`src/rtl/bavg_pkg.sv`:
```
// Shared constants and types for the multichannel block averager.
`timescale 1ns / 1ps

package bavg_pkg;

	localparam int CHANNELS    = 8;
	localparam int SAMPLE_BITS = 16;
	localparam int COUNT_BITS  = 12;
	localparam int TOTAL_BITS  = SAMPLE_BITS + COUNT_BITS + 1;
	localparam int SCALE_BITS  = 24;
	localparam int LIMIT_BITS  = 12;
	localparam int PROD_BITS   = TOTAL_BITS + SCALE_BITS;
	localparam int QUOT_BITS   = PROD_BITS - SCALE_BITS;
	localparam int DATA_BITS   = ((CHANNELS * SAMPLE_BITS + 7) / 8) * 8;

	localparam int CFG_INDEX_BITS = 2;
	localparam int CFG_DATA_BITS  = SCALE_BITS;

	localparam logic [LIMIT_BITS-1:0] LIMIT_RESET = LIMIT_BITS'(500);
	localparam logic [SCALE_BITS-1:0] SCALE_RESET = SCALE_BITS'(33554);

	localparam logic [CFG_INDEX_BITS-1:0] REG_WINDOW_LIMIT  = CFG_INDEX_BITS'(0);
	localparam logic [CFG_INDEX_BITS-1:0] REG_AVERAGE_SCALE = CFG_INDEX_BITS'(1);

	typedef logic [CHANNELS-1:0][SAMPLE_BITS-1:0] sample_vec_t;
	typedef logic [CHANNELS-1:0][TOTAL_BITS-1:0]  total_vec_t;
	typedef logic [CHANNELS-1:0][PROD_BITS-1:0]   prod_vec_t;

	// Closed window handed from the accumulator to the scaling stages
	typedef struct packed {
		logic       valid;
		total_vec_t totals;
	} snap_t;

endpackage

```
`src/rtl/bavg_accum.sv`:
```
// Per-channel window accumulator, item counter and closed-window snapshot stage.
`timescale 1ns / 1ps

module bavg_accum (
	input  logic                                  clk,
	input  logic                                  arst_n,
	input  logic [bavg_pkg::LIMIT_BITS-1:0]       window_limit,
	input  logic                                  in_valid,
	output logic                                  in_ready,
	input  bavg_pkg::sample_vec_t                 in_samples,
	output bavg_pkg::snap_t                       snap,
	input  logic                                  snap_ready
);
	import bavg_pkg::*;

	logic [COUNT_BITS-1:0] count_q;
	total_vec_t            totals_q;
	logic                  snap_valid_s1;
	total_vec_t            snap_totals_s1;
	logic                  accept;
	logic                  accumulate;

	assign in_ready   = !snap_valid_s1 || snap_ready;
	assign accept     = in_valid && in_ready;
	assign accumulate = (COUNT_BITS'(count_q) <= COUNT_BITS'(window_limit));

	assign snap.valid  = snap_valid_s1;
	assign snap.totals = snap_totals_s1;

	always_ff @(posedge clk or negedge arst_n) begin
		if (!arst_n) begin
			count_q       <= '0;
			totals_q      <= '0;
			snap_valid_s1 <= 1'b0;
		end else begin
			if (snap_ready)
				snap_valid_s1 <= 1'b0;
			if (accept) begin
				if (accumulate) begin
					for (int i = 0; i < CHANNELS; i++)
						totals_q[i] <= totals_q[i] + {{(TOTAL_BITS - SAMPLE_BITS)
							{in_samples[i][SAMPLE_BITS-1]}}, in_samples[i]};
					count_q <= count_q + 1'b1;
				end else begin
					// closing item: its samples are dropped
					totals_q      <= '0;
					count_q       <= '0;
					snap_valid_s1 <= 1'b1;
				end
			end
		end
	end

	always_ff @(posedge clk) begin
		if (accept && !accumulate)
			snap_totals_s1 <= totals_q;
	end

endmodule

```
`config.mk`:
```
export PLATFORM = sky130hd
export DESIGN_NAME = bavg_accum
export DESIGN_NICKNAME = d
export VERILOG_FILES = /design/src/rtl/bavg_pkg.sv /design/src/rtl/bavg_accum.sv
export SDC_FILE = /design/constraint.sdc
export NUM_CORES = 1
export LEC_CHECK = 0
export ABC_AREA = 1
export BUFFER_PORTS_ARGS = -buffer_cell sky130_fd_sc_hd__buf_2
export CAP_MARGIN = 15
export CORE_UTILIZATION = 60
export CTS_CLUSTER_DIAMETER = 40
export DETAILED_ROUTE_END_ITERATION = 12
export PLACE_DENSITY_LB_ADDON = 0.2
export SYNTH_ARGS = -nofsm -noshare
export SYNTH_HDL_FRONTEND = slang
export SYNTH_SLANG_ARGS = --single-unit
```
`constraint.sdc`:
```
create_clock -name clk -period 17.4 [get_ports clk]
set_clock_uncertainty 0.2 [all_clocks]
set_input_delay 1.74 -clock clk [delete_from_list [all_inputs] [get_ports clk]]
set_output_delay 1.74 -clock clk [all_outputs]
set_load 0.05 [all_outputs]
```
# After elaboration in Yosys (flattened, before gate mapping)
# Index checks and enable logic that the tools add are counted.
# totals
wordCells,38
ff_bits,477
out_inout_bits,234
input_bits,144
# classes
mux,5
reduce_logical,5
add_sub_neg,9
magnitude_cmp,1
# ops
operator,count
adder 29 bit,8
two-way mux 232 bit,1
adder 12 x 1 -> 12 bit (second input constant),1
less-or-equal comparator 12 bit,1
two-way mux 12 bit,1
two-way mux 1 bit,3
logical AND 1 bit,2
zero test 1 bit,2
logical OR 1 bit,1

# Longest topological paths before layout
# Gate-level depths: netlist (run 1).
# logic_depth
word_depth,4
ltp_mapped,14
depth_no_buf,13

# Least setup slack after synthesis (run 1)
# No wires, ideal clock.
# synth_path
path_type,in2reg
from,in window_limit[11] (netlist name)
to,reg count_q[2]
setup_slack_ns,3.651
required_time_ns,17.072
arrival_time_ns,13.421
cell_stages,12
setup_ns,0.128
n_path_buf,0
path_cell_list,inv_1 -> ha_1 -> nand2_1 -> nor2_1 -> and2_1 -> nand2_1 -> nand3_2 -> nand2_1 -> nor2_1 -> inv_2 -> nand3_1 -> inv_1
# synth_via
elab_chain_cells,2
# synth_lines
item,line,rtl
"start, declared",bavg_accum.sv:7,"input logic [bavg_pkg::LIMIT_BITS-1:0] window_limit,"
less-or-equal comparator 12 bit,bavg_accum.sv:25,assign accumulate = (COUNT_BITS'(count_q) <= COUNT_BITS'(window_limit));
two-way mux 12 bit,bavg_accum.sv:39,if (accumulate) begin
"end signal, assigned",bavg_accum.sv:43,count_q <= count_q + 1'b1;
"end, declared",bavg_accum.sv:16,logic [COUNT_BITS-1:0] count_q;
# No other way between the ends.
# A chain may end at the register's enable or synchronous reset.

# Worst setup path after layout (run 1)
# layout_path
from,in window_limit[11] (netlist name)
to,reg count_q[7]
# The elaborated chain is that of the path after synthesis.

==> impl_metrics.py, run 1 <==
metrics = {
    "worst_setup_path": {
        "crit_path_cell_trace": "buf_2, inv_1, ha_1, nand2_1, nor2_1, and2_1, nand2_1, nand3_2, nand2_1, nor2_4, buf_4, inv_2, nand3_1, inv_1",
        "arrival_ns": 5.10,
        "end_kind": "flip-flop",
        "critPathSlowestCell": "buf_4",
        "crit_top_cell": "nand2_1",
        "worstPathMaxFanout": 74,
        "cp_slowest_stage_delay_ns": 0.84,
        "critical_path_class": "in -> reg",
        "critical_path_required_ns": 17.69,
        "worstSetupStartpointType": "primary input",
    },
    "grt": {
        "grt_pass1_wl_um": 146800,
        "track_usage_pct": 33.11,
        "grt_max_degree": 84,
        "use_met3_pct": 6.132,
        "grt_pass1_vias": 28589,
        "antenna_found_initial": 9,
        "grt_busiest_layer": "met2",
        "grt-ovfl-total": 0,
        "grt_util_met2_pct": 53.81,
        "met1_usage_pct": 43.25,
    },
    "finish": {
        "nets": 5526,
        "area_growth_pct": 15.68,
        "finish.utilization_pct": 70.66,
        "fillers": 4623,
        "layout-drive-gt1-share_pct": 10.20,
    },
    "sta": {
        "drv_slew": 0,
        "final-setup-viol-count": 0,
        "timing.hold.ws_ns": 0.2663,
        "rsz0062_at_grt": "no",
        "relSlewSlack_pct": 33.59,
        "timing.setup.tns_ns": 0,
        "final-hold-violation-count": 0,
        "min_period_ns": 4.811,
        "fmax_mhz": 207.8,
        "worst_pin_slew_ns": 0.9962,
        "fin_crit_sh_pct": 27.65,
    },
    "min_path": {
        "hold_class": "reg -> reg",
    },
    "placement": {
        "dpl.hpwl_um": 71740,
        "port_buffers": 377,
        "gp_congestion": 0.9699,
    },
    "synth": {
        "synth_edf_count": 232,
        "ys_seq_elements": 477,
        "synth_top_cell_by_area": "nand2_1",
        "yosysWarnings": 0,
        "synth_top_flop_cell": "dfrtp_1",
        "ys_seq_area_share_pct": 39.61,
        "synth_area_per_cell_um2": 6.998,
        "ys_top_cells_by_area": "nand2_1, edfxtp_1, dfrtp_1",
        "syn-instance-count": 4725,
        "netlist_area_um2": 33070,
        "synth_top_area_share_pct": 22.65,
        "synth_cell_types": 36,
        "syn-num-nets": 5114,
        "async_reset_ff_share_pct": 51.36,
    },
    "detailed_routing": {
        "vias_per_cell": 5.244,
        "routedWlPerCell_um": 15.90,
        "vias": 30939,
        "drtIter0Drc": 2007,
        "wl_um": 93790,
        "antenna_left": 0,
        "first_pass_iters": 6,
        "drc": 0,
    },
    "clocking": {
        "clk_pin_slew_ns": 0.06,
        "cts_buffers": 73,
        "clk-insertion-delay-late_ns": 0.61,
        "cts_setup_buffers": 0,
        "max-clock-path-buffers": 3,
        "cts_tree": "done",
        "clockRootBuffer": "clkbuf_16",
        "cts.htree.levels": 3,
        "cts_hold_buf": 0,
        "ctsResizeCount": 0,
        "clock_sink_count": 477,
    },
    "floorplan": {
        "rows": 85,
        "fp.dieArea_um2": 56050,
        "die-height_um": 236.8,
        "fp.dieW_um": 236.8,
        "ios": 378,
        "start_util_pct": 61.08,
        "core_area_um2": 54130,
    },
    "power": {
        "p_per_area_nw_per_um2": 177.3,
        "vdd_drop_max_mv": 0.1258,
        "leakage_nw": 21.43,
    },
    "status": {
        "status": "finished clean",
    },
    "flow_run": {
        "drv_cap": 0,
    },
}
placed cells by master (no fill, tap or decap), types with 3 or more instances in the layout:
cell           n
o22ai_1        8
nand4_1       49
a21oi_1      145
edfxtp_1     232
diode_2        7
o21bai_1       9
inv_6          8
buf_4         11
clkinv_4       3
nand3b_1      36
ha_1         237
nor3_1        10
nor2_1       298
dfrtp_1      245
inv_8         15
clkbuf_8       4
clkinvlp_4     7
nand2_1     1995
buf_2        376
inv_1        805
and2_1         9
bufinv_16      4
xnor2_1       89
o21ai_0       96
a21o_1         8
clkbuf_16     78
clkinv_2      10
fa_1           8
xor2_1        28
clkbuf_1       4
nand3_1      353
cell families (layout without fill, tap and decap cells):
group / count (synthesis) / in the layout / share of synthesized area, %
other: 0 / 7 / 0
AO/OA/AOI/OAI: 270 / 270 / 4.318
adder cells (fa/ha/maj): 245 / 245 / 9.452
flip-flops: 477 / 477 / 39.61
XOR/XNOR: 117 / 117 / 3.099
AND/OR/NAND/NOR: 2759 / 2759 / 33.62
buffers and inverters: 857 / 1329 / 9.895
power breakdown:
part | internal (W) | switching, W | leakage (nW)
clock network | 0.000916 | 0.000579 | 1.24
registers | 0.00158 | 0.000319 | 5.13
logic | 0.00118 | 0.00221 | 15.1
total | 0.00368 | 0.00310 | 21.4
area by class of cell:
class | count | area, um2 | share of cell area, %
tap | 696 | 870.8 | 2.277
antenna | 7 | 17.52 | 0.04580
multi-input combinational | 3391 | 16730 | 43.74
timing repair buffer | 388 | 1979 | 5.175
sequential | 477 | 13100 | 34.24
clock buffer | 86 | 2022 | 5.286
clock inverter | 49 | 508.0 | 1.328
inverter | 806 | 3025 | 7.909
state kept, by name (all words and copies together), names as in the netlist:
| name | count |
|---|---|
| snap | 232 |
| totals_q | 232 |
| count_q | 12 |
| snap_valid_s1 | 1 |
critical path: cells and delay by family:
kind	cells	cell delay [ns]
adder cells (fa/ha/maj)	1	0.29
buffers and inverters	5	1.22
AND/OR/NAND/NOR	8	1.82
through the flow:
| stage | cell area (um2) | total power [W] | instances | setup slack (ns) |
|---|---|---|---|---|
| final | 38250 | 0.006780 | 5900 | 12.59 |
| after global placement | 35700 | 0.005169 | 5758 | 12.01 |
| after CTS | 38230 | 0.006761 | 5893 | 12.55 |
| after floorplan | 33070 | 0.004370 | 4725 | 3.651 |
| after detailed placement | 35700 | 0.005227 | 5758 | 11.91 |
| after global routing | 38250 | 0.007326 | 5899 | 12.23 |
final timing paths:
kind | startpoint | end | slack, ns | cells after the start
worst max-delay path | window_limit[11] | count_q[7]$_DFFE_PN0P_ | 12.59 | 14
worst min-delay path | totals_q[174]$_DFFE_PN0P_ | snap[174]$_DFFE_PP_ | 0.27 | 0
worst max register to register | count_q[10]$_DFFE_PN0P_ | count_q[7]$_DFFE_PN0P_ | 13.41 | 12
worst min register to register | totals_q[174]$_DFFE_PN0P_ | snap[174]$_DFFE_PP_ | 0.27 | 0
max in group asynchronous | arst_n | totals_q[42]$_DFFE_PN0P_ | 14.76 | 2
min in group asynchronous | arst_n | totals_q[187]$_DFFE_PN0P_ | 0.90 | 1
cell usage after synthesis (3+ instances only):
cell      number
xnor2_1       89
dfrtp_1      245
nor2_1       299
xor2_1        28
buf_4          7
clkbuf_1      25
buf_2         14
a21o_1         8
fa_1           8
inv_1        805
nand3b_1      36
a21oi_1      145
o21ai_0       96
clkbuf_2       3
o22ai_1        8
o21bai_1       9
ha_1         237
nor3_1        10
edfxtp_1     232
nand3_1      353
nand2_1     1995
nand2_2        3
and2_1         9
nand4_1       49
routing by layer:
metal	part of all wire, %	wire length [um]	vias to the layer above
li1	-	-	15645
met1	43	39940	14030
met2	46	43440	1063
met3	7.0	6525	199
met4	4.1	3867	2
met5	0.0075	7	-
(Power assumes the default switching activity.)
==> run 2, diff against run 1 <==
clock period = 4.9 ns   (was 17.4 ns; I/O delays follow)
==> impl_metrics.py, run 2 (synthesis gave the netlist of run 1 again) <==
metrics = {
    "power": {
        "p_per_area_nw_per_um2": 623.9,
        "vdd_drop_max_mv": 0.4265,
        "p_total_w": 0.02409,
        "leakage_nw": 21.51,
    },
    "detailed_routing": {
        "route.met3.wl_um": 5787,
        "routed.top_layer": "met5",
        "vias_per_cell": 5.236,
        "met1Wirelength_um": 40310,
        "drtIter0Drc": 2150,
        "routedWlPerCell_um": 15.53,
        "wl_um": 91780,
        "first_pass_iters": 6,
        "drc": 0,
        "met2_length_um": 41190,
        "antenna_left": 0,
        "vias": 30949,
    },
    "grt": {
        "grt_max_degree": 111,
        "grt_pass1_wl_um": 146200,
        "antenna_found_initial": 7,
        "track_usage_pct": 32.70,
        "grt_pass1_vias": 29358,
        "grt-ovfl-total": 0,
    },
    "worst_setup_path": {
        "worstSetupStartpointType": "flip-flop",
        "arrival_ns": 3.32,
        "critical_path_required_ns": 5.21,
        "worstPathMaxFanout": 18,
        "end_kind": "flip-flop",
        "critPathSlowestCell": "nor2_4",
        "crit_top_cell": "nand2_1",
        "cp_slowest_stage_delay_ns": 0.63,
        "critical_path_class": "reg -> reg",
        "crit_path_cell_trace": "ha_4, nand2_1, nor2_1, and2_1, nand2_1, nand3_2, nand2_2, nor2_4, buf_4, inv_2, nand3_1, inv_1",
    },
    "sta": {
        "relSlewSlack_pct": 23.59,
        "final-hold-violation-count": 0,
        "fin_crit_sh_pct": 61.44,
        "rsz0062_at_grt": "no",
        "timing.setup.tns_ns": 0,
        "timing.hold.ws_ns": 0.02226,
        "fmax_mhz": 332.2,
        "drv_slew": 0,
        "min_period_ns": 3.011,
        "worst_pin_slew_ns": 1.146,
        "final-setup-viol-count": 0,
    },
    "clocking": {
        "max-clock-path-buffers": 3,
        "cts.htree.levels": 3,
        "clock_sink_count": 477,
        "cts_setup_buffers": 0,
        "cts_tree": "done",
        "clockRootBuffer": "clkbuf_16",
        "clk-insertion-delay-late_ns": 0.62,
        "cts_buffers": 75,
        "clk_pin_slew_ns": 0.06,
    },
    "placement": {
        "place_area_um2": 35960,
        "port_buffers": 377,
        "dpl.hpwl_um": 69590,
        "gp_congestion": 0.9637,
    },
    "finish": {
        "area_growth_pct": 16.78,
        "nets": 5541,
        "layout-drive-gt1-share_pct": 10.63,
        "fin_area_um2": 38610,
        "layout_commonest_cell": "nand2_1",
        "final_cell_mix": "nand2_1, inv_1, buf_2",
        "finish.utilization_pct": 71.33,
        "fillers": 4596,
    },
    "status": {
        "status": "finished clean",
    },
    "floorplan": {
        "fp.dieW_um": 236.8,
        "die-height_um": 236.8,
        "rows": 85,
        "core_area_um2": 54130,
        "ios": 378,
        "start_util_pct": 61.08,
        "fp.dieArea_um2": 56050,
    },
    "flow_run": {
        "drv_cap": 0,
    },
    "min_path": {
        "hold_class": "in -> reg",
    },
}
[run 2: cell count changes in the layout (fill, tap and decap cells not counted), moves of 3 or more]
cell | previous run | this run
inv_8 | 15 | 6
buf_12 | 0 | 7
ha_1 | 237 | 231
ha_4 | 0 | 6
inv_1 | 805 | 799
clkinv_2 | 10 | 5
diode_2 | 7 | 3
dlygate4sd3_1 | 0 | 4
inv_6 | 8 | 12
bufinv_16 | 4 | 7
clkinv_4 | 3 | 6
inv_2 | 1 | 4
[run 2: per-layer routing]
metal | global-route usage, % | vias to the layer above
li1 | - | 15683
met3 | 5.328 | 248
met2 | 52.20 | 1024
met1 | 43.06 | 13986
met4 | 16.73 | 8
met5 | 0 | -
[run 2: final cells by class]
cell class              instances  area [um2]  area share, %
multi-input cells            3391       16810          43.53
diodes                          3       7.507        0.01944
inverters                     806        3043          7.880
clock inverters                51       588.1          1.523
clock buffers                  86        2023          5.239
flip-flops and latches        477       13100          33.92
well taps                     696       870.8          2.255
repair buffers                401        2175          5.632
[run 2: critical path, delay by kind of cell, from the launching register on]
family        cells  cell delay [ns]
buf+inv           3             0.65
simple gates      8             1.31
flops             1             0.44
fa+ha+maj         1             0.30
[run 2: power by group]
group / switching [W] / internal, W / leakage [nW]
Sequential: 0.00104 / 0.00562 / 5.13
Clock: 0.00205 / 0.00341 / 1.25
Combinational: 0.00776 / 0.00421 / 15.1
[run 2: path summary, 6_finish.rpt]
path | from | to | slack [ns] | cells past startpoint
setup / recovery | count_q[7]$_DFFE_PN0P_ | count_q[2]$_DFFE_PN0P_ | 1.89 | 12
hold / removal | in_samples[64] | totals_q[116]$_DFFE_PN0P_ | 0.02 | 4
setup reg to reg | count_q[7]$_DFFE_PN0P_ | count_q[2]$_DFFE_PN0P_ | 1.89 | 12
hold reg to reg | totals_q[176]$_DFFE_PN0P_ | snap[176]$_DFFE_PP_ | 0.28 | 0
max in group asynchronous | arst_n | totals_q[1]$_DFFE_PN0P_ | 3.02 | 3
min in group asynchronous | arst_n | totals_q[96]$_DFFE_PN0P_ | 0.35 | 2
[run 2: per-stage QoR]
stage | cells | worst slack, ns
global route | 5911 | 1.727
detailed placement | 5767 | 1.633
floorplan | 4725 | -0.6877
global placement | 5767 | 1.700
CTS | 5908 | 1.851
finish | 5911 | 1.889
[run 2: repair_timing]
action,CTS,global route
endpoints found under the hold margin,110,0
hold buffers,4,0
gates resized for setup,0,0
